$ cat src/task_priority_ready_queue_defines.svh
// assertion macros shared by the rtl
`ifndef TASK_PRIORITY_READY_QUEUE_DEFINES_SVH
`define TASK_PRIORITY_READY_QUEUE_DEFINES_SVH

`ifndef SYNTHESIS
`define TPRQ_ASSERT(lbl, clk_s, rst_n_s, prop, msg) \
	lbl: assert property (@(posedge clk_s) disable iff (!rst_n_s) (prop)) else $error(msg);
`define TPRQ_NEVER(lbl, clk_s, rst_n_s, cond, msg) \
	lbl: assert property (@(posedge clk_s) disable iff (!rst_n_s) !(cond)) else $error(msg);
`else
`define TPRQ_ASSERT(lbl, clk_s, rst_n_s, prop, msg)
`define TPRQ_NEVER(lbl, clk_s, rst_n_s, cond, msg)
`endif

`endif

$ cat src/tprq_pkg.sv
`default_nettype none
package tprq_pkg;

	localparam int QUEUE_DEPTH = 16;
	localparam int ID_BITS     = 8;
	localparam int PRIO_BITS   = 8;
	localparam int FUNC_BITS   = 2;
	localparam int STATUS_BITS = 2;
	localparam int IDX_W       = $clog2(QUEUE_DEPTH);
	localparam int CNT_W       = $clog2(QUEUE_DEPTH + 1);

	typedef logic [FUNC_BITS-1:0]   func_t;
	typedef logic [STATUS_BITS-1:0] status_t;
	typedef logic [ID_BITS-1:0]     id_t;
	typedef logic [PRIO_BITS-1:0]   prio_t;
	typedef logic [CNT_W-1:0]       cnt_t;

	localparam func_t FUNC_INSERT = 2'd0;
	localparam func_t FUNC_APPEND = 2'd1;
	localparam func_t FUNC_POP    = 2'd2;

	localparam status_t ST_OK    = 2'd0;
	localparam status_t ST_EMPTY = 2'd1;
	localparam status_t ST_FULL  = 2'd2;

	// controller to datapath
	typedef struct packed {
		logic load;
		logic scan_step;
		logic commit;
	} tprq_cmd_t;

	// datapath to controller
	typedef struct packed {
		logic  hit;
		logic  scan_end;
		logic  out_free;
	} tprq_stat_t;

endpackage
`default_nettype wire

$ cat src/tprq_datapath.sv
`default_nettype none
`include "task_priority_ready_queue_defines.svh"
module tprq_datapath (
	input  wire logic                 clk,
	input  wire logic                 arst_n,
	input  wire tprq_pkg::tprq_cmd_t  cmd,
	output tprq_pkg::tprq_stat_t      stat,
	input  wire tprq_pkg::func_t      func,
	input  wire tprq_pkg::id_t        task_id,
	input  wire tprq_pkg::prio_t      priority_req,
	output logic                      res_valid,
	input  wire logic                 res_ready,
	output tprq_pkg::id_t             out_task_id,
	output logic                      out_valid,
	output tprq_pkg::status_t         status,
	output tprq_pkg::cnt_t            occupancy
);
	import tprq_pkg::*;

	id_t     slot_task_q [QUEUE_DEPTH];
	prio_t   slot_prio_q [QUEUE_DEPTH];
	cnt_t    count_q;
	cnt_t    idx_q;
	cnt_t    pos_q;
	func_t   func_q;
	id_t     tid_q;
	prio_t   prio_q;
	logic    res_valid_q;
	id_t     out_task_id_q;
	logic    out_valid_q;
	status_t status_q;
	cnt_t    occupancy_q;

	logic    full;
	logic    empty;
	logic    do_ins;
	logic    do_pop;
	logic    in_range;
	logic    hit;
	cnt_t    count_nxt;
	status_t status_nxt;

	assign full     = (count_q == CNT_W'(QUEUE_DEPTH));
	assign empty    = (count_q == '0);
	assign in_range = (idx_q < count_q);
	assign hit      = in_range && (prio_q > slot_prio_q[idx_q[IDX_W-1:0]]);

	assign stat.hit      = hit;
	assign stat.scan_end = !in_range;
	assign stat.out_free = !res_valid_q || res_ready;

	always_comb begin
		do_ins     = 1'b0;
		do_pop     = 1'b0;
		count_nxt  = count_q;
		status_nxt = ST_OK;
		case (func_q) inside
			FUNC_INSERT, FUNC_APPEND: begin
				if (full) begin
					status_nxt = ST_FULL;
				end else begin
					do_ins    = 1'b1;
					count_nxt = count_q + 1'b1;
				end
			end
			FUNC_POP: begin
				if (empty) begin
					status_nxt = ST_EMPTY;
				end else begin
					do_pop    = 1'b1;
					count_nxt = count_q - 1'b1;
				end
			end
			default: begin
				status_nxt = ST_OK;
			end
		endcase
	end

	// captured request and scan position
	always_ff @(posedge clk) begin
		if (cmd.load) begin
			func_q <= func;
			tid_q  <= task_id;
			prio_q <= priority_req;
			idx_q  <= '0;
			pos_q  <= count_q;
		end else if (cmd.scan_step) begin
			if (hit) begin
				pos_q <= idx_q;
			end else if (in_range) begin
				idx_q <= idx_q + 1'b1;
			end
		end
	end

	// slot storage, shifted in place
	always_ff @(posedge clk) begin
		if (cmd.commit && do_ins) begin
			for (int i = 0; i < QUEUE_DEPTH; i++) begin
				if (CNT_W'(i) == pos_q) begin
					slot_task_q[i] <= tid_q;
					slot_prio_q[i] <= prio_q;
				end else if (i > 0 && CNT_W'(i) > pos_q) begin
					slot_task_q[i] <= slot_task_q[(i > 0) ? i - 1 : 0];
					slot_prio_q[i] <= slot_prio_q[(i > 0) ? i - 1 : 0];
				end
			end
		end else if (cmd.commit && do_pop) begin
			for (int i = 0; i < QUEUE_DEPTH - 1; i++) begin
				slot_task_q[i] <= slot_task_q[i+1];
				slot_prio_q[i] <= slot_prio_q[i+1];
			end
		end
	end

	always_ff @(posedge clk or negedge arst_n) begin
		if (!arst_n) begin
			count_q     <= '0;
			res_valid_q <= 1'b0;
		end else begin
			if (cmd.commit) begin
				count_q     <= count_nxt;
				res_valid_q <= 1'b1;
			end else if (res_ready) begin
				res_valid_q <= 1'b0;
			end
		end
	end

	// result register
	always_ff @(posedge clk) begin
		if (cmd.commit) begin
			out_task_id_q <= do_pop ? slot_task_q[0] : '0;
			out_valid_q   <= do_pop;
			status_q      <= status_nxt;
			occupancy_q   <= count_nxt;
		end
	end

	assign res_valid   = res_valid_q;
	assign out_task_id = out_task_id_q;
	assign out_valid   = out_valid_q;
	assign status      = status_q;
	assign occupancy   = occupancy_q;

	`TPRQ_NEVER(a_count_range, clk, arst_n, count_q > CNT_W'(QUEUE_DEPTH), "count beyond depth")
	`TPRQ_ASSERT(a_count_step, clk, arst_n, (count_q != $past(count_q)) |-> ((count_q == $past(count_q) + 1'b1) || (count_q == $past(count_q) - 1'b1)), "count moved by more than one")
	`TPRQ_NEVER(a_commit_overrun, clk, arst_n, cmd.commit && res_valid_q && !res_ready, "result overwritten before taken")
	`TPRQ_NEVER(a_pos_range, clk, arst_n, cmd.commit && (pos_q > count_q), "insert position past tail")

endmodule
`default_nettype wire

$ cat src/tprq_ctrl.sv
`default_nettype none
`include "task_priority_ready_queue_defines.svh"
module tprq_ctrl (
	input  wire logic                 clk,
	input  wire logic                 arst_n,
	input  wire logic                 in_valid,
	output logic                      in_ready,
	input  wire tprq_pkg::func_t      func,
	input  wire tprq_pkg::tprq_stat_t stat,
	output tprq_pkg::tprq_cmd_t       cmd
);
	import tprq_pkg::*;

	typedef enum logic [1:0] {
		S_IDLE,
		S_SCAN,
		S_COMMIT
	} state_t;

	state_t state_q;
	state_t state_nxt;

	always_comb begin
		state_nxt     = state_q;
		cmd.load      = 1'b0;
		cmd.scan_step = 1'b0;
		cmd.commit    = 1'b0;
		unique case (state_q)
			S_IDLE: begin
				if (in_valid) begin
					cmd.load  = 1'b1;
					state_nxt = (func == FUNC_INSERT) ? S_SCAN : S_COMMIT;
				end
			end
			S_SCAN: begin
				cmd.scan_step = 1'b1;
				if (stat.hit || stat.scan_end) begin
					state_nxt = S_COMMIT;
				end
			end
			S_COMMIT: begin
				if (stat.out_free) begin
					cmd.commit = 1'b1;
					state_nxt  = S_IDLE;
				end
			end
			default: begin
				state_nxt = S_IDLE;
			end
		endcase
	end

	always_ff @(posedge clk or negedge arst_n) begin
		if (!arst_n) begin
			state_q <= S_IDLE;
		end else begin
			state_q <= state_nxt;
		end
	end

	assign in_ready = (state_q == S_IDLE);

	`TPRQ_ASSERT(a_one_item, clk, arst_n, (in_valid && in_ready) |=> !in_ready, "item taken while busy")
	`TPRQ_NEVER(a_cmd_excl, clk, arst_n, (cmd.load && cmd.commit) || (cmd.scan_step && cmd.commit), "overlapping commands")
	`TPRQ_ASSERT(a_commit_idle, clk, arst_n, cmd.commit |=> in_ready, "no return to idle after commit")

endmodule
`default_nettype wire

$ cat src/task_priority_ready_queue.sv
// Stable priority ready queue of up to 16 task identifiers.
// Input channel (in_valid/in_ready): func, task_id, priority_req. func selects
// insert by priority (placed behind all tasks of greater or equal priority),
// append at tail, or pop of the head task; the fourth code is a no-op.
// Result channel (res_valid/res_ready): one item per input item carrying
// out_task_id, out_valid, status and occupancy after the operation.
// Append, pop and no-op go from acceptance straight to the commit state;
// insert first walks the stored priorities one slot per cycle in the scan
// state, stopping at the first slot of lower priority or past the tail, so
// it passes at most the occupancy in slots. One item is worked at a time;
// in_ready returns in the same cycle as the registered result appears.
// A result waiting on a stalled receiver does not block the next item from
// being accepted and worked; only its commit waits until the result register
// is free.
// Reset empties the queue at once; slot contents are not cleared and are
// never read while unoccupied.
`default_nettype none
module task_priority_ready_queue (
	input  wire logic                clk,
	input  wire logic                arst_n,
	input  wire logic                in_valid,
	output logic                     in_ready,
	input  wire tprq_pkg::func_t     func,
	input  wire tprq_pkg::id_t       task_id,
	input  wire tprq_pkg::prio_t     priority_req,
	output logic                     res_valid,
	input  wire logic                res_ready,
	output tprq_pkg::id_t            out_task_id,
	output logic                     out_valid,
	output tprq_pkg::status_t        status,
	output tprq_pkg::cnt_t           occupancy
);
	import tprq_pkg::*;

	tprq_cmd_t  cmd;
	tprq_stat_t stat;

	tprq_ctrl u_ctrl (
		.clk      (clk),
		.arst_n   (arst_n),
		.in_valid (in_valid),
		.in_ready (in_ready),
		.func     (func),
		.stat     (stat),
		.cmd      (cmd)
	);

	tprq_datapath u_datapath (
		.clk          (clk),
		.arst_n       (arst_n),
		.cmd          (cmd),
		.stat         (stat),
		.func         (func),
		.task_id      (task_id),
		.priority_req (priority_req),
		.res_valid    (res_valid),
		.res_ready    (res_ready),
		.out_task_id  (out_task_id),
		.out_valid    (out_valid),
		.status       (status),
		.occupancy    (occupancy)
	);

endmodule
`default_nettype wire

$ cat config.mk
export PLATFORM = sky130hd
export DESIGN_NAME = task_priority_ready_queue
export DESIGN_NICKNAME = d
export VERILOG_FILES = /design/src/tprq_pkg.sv /design/src/tprq_datapath.sv /design/src/tprq_ctrl.sv /design/src/task_priority_ready_queue.sv
export VERILOG_INCLUDE_DIRS = /design/src /design/src/src
export SDC_FILE = /design/constraint.sdc
export NUM_CORES = 1
export LEC_CHECK = 0
export BUFFER_PORTS_ARGS = -buffer_cell sky130_fd_sc_hd__buf_2
export CAP_MARGIN = 25
export CORE_ASPECT_RATIO = 0.75
export CORE_MARGIN = 5
export CORE_UTILIZATION = 40
export DETAILED_ROUTE_END_ITERATION = 7
export GPL_TIMING_DRIVEN = 0
export HOLD_SLACK_MARGIN = 0.15
export PLACE_DENSITY_LB_ADDON = 0.12
export SLEW_MARGIN = 20
export SYNTH_ARGS = -nofsm -noshare
export SYNTH_HDL_FRONTEND = slang
export SYNTH_SLANG_ARGS = --single-unit
$ cat constraint.sdc
create_clock -name clk -period 4.45 [get_ports clk]
set_clock_uncertainty 0.1 [all_clocks]
set_input_delay 0.6675 -clock clk [delete_from_list [all_inputs] [get_ports clk]]
set_output_delay 0.6675 -clock clk [all_outputs]
set_load 0.01 [all_outputs]
==> results by group <==
Status
  – Run status: complete, no violations

GRT
  – GRT Util Overall: 22.0%
  – Largest net degree at the start of global routing: 26
  – Gr ovfl total: 0
  – Initial antenna violation count: 0
  – Vias in the first global route: 10823
  – First-pass GRT wire length: 74000 um

Power and ir drop
  – Static Leak: 6.79 nW
  – Power share of the clock group: 25.4%
  – Psw: 3.87 mW
  – Max VDD drop: 0.353 mV
  – Switching Fraction: 35.8%
  – Internal power: 6.96 mW
  – PwrDens: 594 nW/um2
  – Part of the power in registers: 44.1%
  – Combinational power share: 30.4%

Floorplan
  – Die Wd: 243 um
  – Die height: 185 um
  – Initial core utilization: 40.2%
  – Die area: 44800 um2
  – CORE AREA: 40400 um2
  – Num ports: 40
  – Num rows: 64

Worst setup path
  – Top delay family on crit path: buffers and inverters
  – Critical path fanouts, max: 10
  – Arrival time at the worst endpoint: 4.26 ns
  – Critical path startpoint category: register
  – Crit-path slowest cell: mux4_2
  – Worst path buffer plus inverter count: 4
  – Instance count on the critical path: 12
  – FF-to-FF setup slack: 0.27 ns
  – CP Class: reg2reg
  – Reg-to-reg endpoint: u_datapath.pos_q[0]
  – Sequence of cells on the critical path: clkbuf_1 -> clkbuf_4 -> buf_2 -> mux4_2 -> mux4_2 -> inv_1 -> ha_1 -> nand4_1 -> nor2_1 -> a21oi_1 -> nor2_1 -> o21ai_2
  – Worst Setup EP: u_datapath.pos_q[0]
  – CP max stage delay: 0.48 ns
  – Reg2reg path depth: 12
  – Critical Path RT: 4.54 ns
  – CP endpoint kind: register

STA
  – Clock period minus worst slack: 4.18 ns
  – Worst slew pin tran: 0.956 ns
  – Max Fclk: 240 MHz
  – Sum Neg Setup Slack: 0 ns
  – Final hold vios: 0
  – Max-slew violation count: 0
  – Worst slew margin: 36.2%
  – Fin crit share: 93.8%
  – # setup viols final: 0
  – RSZ-0062 raised after global routing: no
  – Final WS setup: 0.275 ns
  – Min Hold Slack: 0.213 ns

Clocking
  – Maximum clock path buffer count: 3
  – CTS Buf Count: 35
  – CTS tree: built
  – Worst-Skew Late Latency: 0.53 ns
  – Sinks on Clock Net: 312
  – Setup bufs post-CTS: 0
  – Root cell of the clock tree: clkbuf_16
  – Clock-pin slew on the worst setup and hold paths: 0.06 ns
  – H-tree Lvls: 2

Logic synthesis
  – Yosys Warn Count: 0
  – Synth top area cells: edfxtp_1, mux2i_1, mux4_2
  – Number of synthesized flops with an enable pin: 295
  – Syn_nets: 1413
  – Cells after synthesis: 1376
  – Post-synthesis cell area: 16300 um2
  – Post-synthesis register bit count: 312
  – Main synth FF type: edfxtp_1
  – Mean Syn Cell Area: 11.8 um2
  – Post-synth ARST share: 2.56%
  – Synth top cells by count: edfxtp_1, nand2_1, mux2i_1, nor2_1, o21ai_1
  – Proportion of netlist area held by the largest area contributor: 54.5%
  – Area leader, netlist: edfxtp_1
  – Synth unique cells: 62
  – Post-synthesis sequential area ratio: 56.8%
  – Count leader, synth: edfxtp_1

Detailed routing
  – DRC: 0
  – First DRT Iteration DRCs: 1507
  – Vias per cell: 5.78
  – WL/cell: 25.0 um
  – Vias: 11591
  – Initial DRT Pass Iterations: 6
  – Detailed Route WL: 50200 um
  – Antenna-violating nets left: 0

Cells and area
  – Fillers: 3687
  – Final net count: 1493
  – Flip-flop and latch area: 9240 um2
  – # diodes: 0
  – Area of the multi-input gates: 6360 um2
  – Design area: 18200 um2
  – P&R area growth vs syn: 12.2%
  – Fraction of layout cells with a size suffix above 1: 14.4%
  – Finished Layout Cells: 2005

Placement
  – Final GP Congestion: 0.883
  – Post-DP HPWL: 38500 um
  – Placed insts: 1946
  – Pre-CTS setup slack: -0.230 ns
  – Placed instance area: 17200 um2
  – Port Buf Inserts: 39

Job
  – Max cap viols: 0

Worst hold path
  – Min-delay src: task_id[7]
  – Min-Delay Path Class: in2reg
[power groups by stage]
stage               clock, mW  combinational, mW  sequential [mW]
finish                   2.76               3.30             4.78
global route             2.92               3.60             4.84
CTS                      2.80               3.28             4.75
detailed placement          0               3.27             4.81
global placement            0               3.19             4.80
floorplan                   0               2.17             4.61
[sequential cells by signal (all words and copies together), names as in the netlist, named ones only]
register / flops
u_datapath.pos_q: 5
u_datapath.out_valid: 1
u_datapath.res_valid: 1
u_datapath.idx_q: 5
u_ctrl.state_q: 2
u_datapath.occupancy: 5
u_datapath.tid_q: 8
u_datapath.status: 2
u_datapath.slot_prio_q: 128
u_datapath.func_q: 2
u_datapath.out_task_id: 8
u_datapath.slot_task_q: 128
u_datapath.count_q: 5
u_datapath.prio_q: 8
[what timing repair did]
item                                    4_1_cts  5_1_grt
pin swaps                                     0        0
endpoints found under the setup margin        5        8
hold buffers                                  1        0
endpoints found under the hold margin         8        0
resized for setup                             2        3
[through the flow]
stage	power (mW)	utilization, %
after global routing	11.4	45.1
after floorplan	6.78	-
after CTS	10.8	45.1
after global placement	7.99	42.3
after detailed placement	8.08	42.5
final	10.8	45.1
[how the worst min path moves through the flow]
stage                                       to  slack [ns]  depth (start not counted)
after floorplan              u_ctrl.state_q[0]        0.27                          0
after global placement     u_datapath.idx_q[4]        0.36                          1
after detailed placement   u_datapath.idx_q[4]        0.38                          1
after CTS                  u_datapath.tid_q[7]        0.19                          1
after global routing      u_datapath.prio_q[7]        0.19                          1
final                      u_datapath.tid_q[7]        0.21                          1
[layer usage]
layer,GRT usage (%),up-vias,share of wire [%]
li1,-,5299,-
met1,36.2,5712,50
met2,29.2,535,39
met3,5.44,45,10
met4,3.40,0,1.2
met5,0,-,0
[placed cells by master (no fill, tap or decap), types with 4 or more instances in the layout]
master       n
edfxtp_1   295
nand2_1    240
mux2i_1    161
nor2_1      89
o21ai_1     87
buf_2       81
a21oi_1     63
clkbuf_1    58
o21ai_0     41
mux4_2      40
clkbuf_16   37
inv_1       36
a31oi_1     19
a222oi_1    16
mux2_1      15
o221ai_1    15
ha_1        15
a221o_1     13
buf_4       11
and3_1      11
nand3_1     10
and2_1       9
dfxtp_1      9
dfrtp_1      8
clkinv_1     6
clkinv_2     5
inv_2        4
or2_1        4
buf_6        4
nor3_1       4
nand4_1      4
[worst reg2reg max path, cell delays in order, from the launching register on]
cell	delay, ns
dfxtp_1	0.31
clkbuf_1	0.33
clkbuf_4	0.38
buf_2	0.38
mux4_2	0.47
mux4_2	0.48
inv_1	0.07
ha_1	0.23
nand4_1	0.15
nor2_1	0.09
a21oi_1	0.33
nor2_1	0.18
o21ai_2	0.34
[area by class of cell]
| class | instances | area share, % |
|---|---|---|
| clock inverter | 12 | 0.322 |
| multi-input combinational | 913 | 34.9 |
| buffer | 111 | 2.94 |
| clock buffer | 46 | 5.37 |
| sequential | 312 | 50.7 |
| inverter | 40 | 0.823 |
| tap | 528 | 3.62 |
| timing repair buffer | 43 | 1.35 |
[logic make-up (layout without fill, tap and decap cells)]
group           Yosys count  after routing  share of synthesized area (%)
compound gates          280            280                           10.4
xor+xnor                  3              3                          0.162
fa+ha+maj                15             15                           1.15
buf+inv                 151            252                           4.21
flops                   312            312                           56.8
mux                     216            216                           16.5
simple gates            399            399                           10.8
Note: power is estimated with default switching activity, not from simulation.
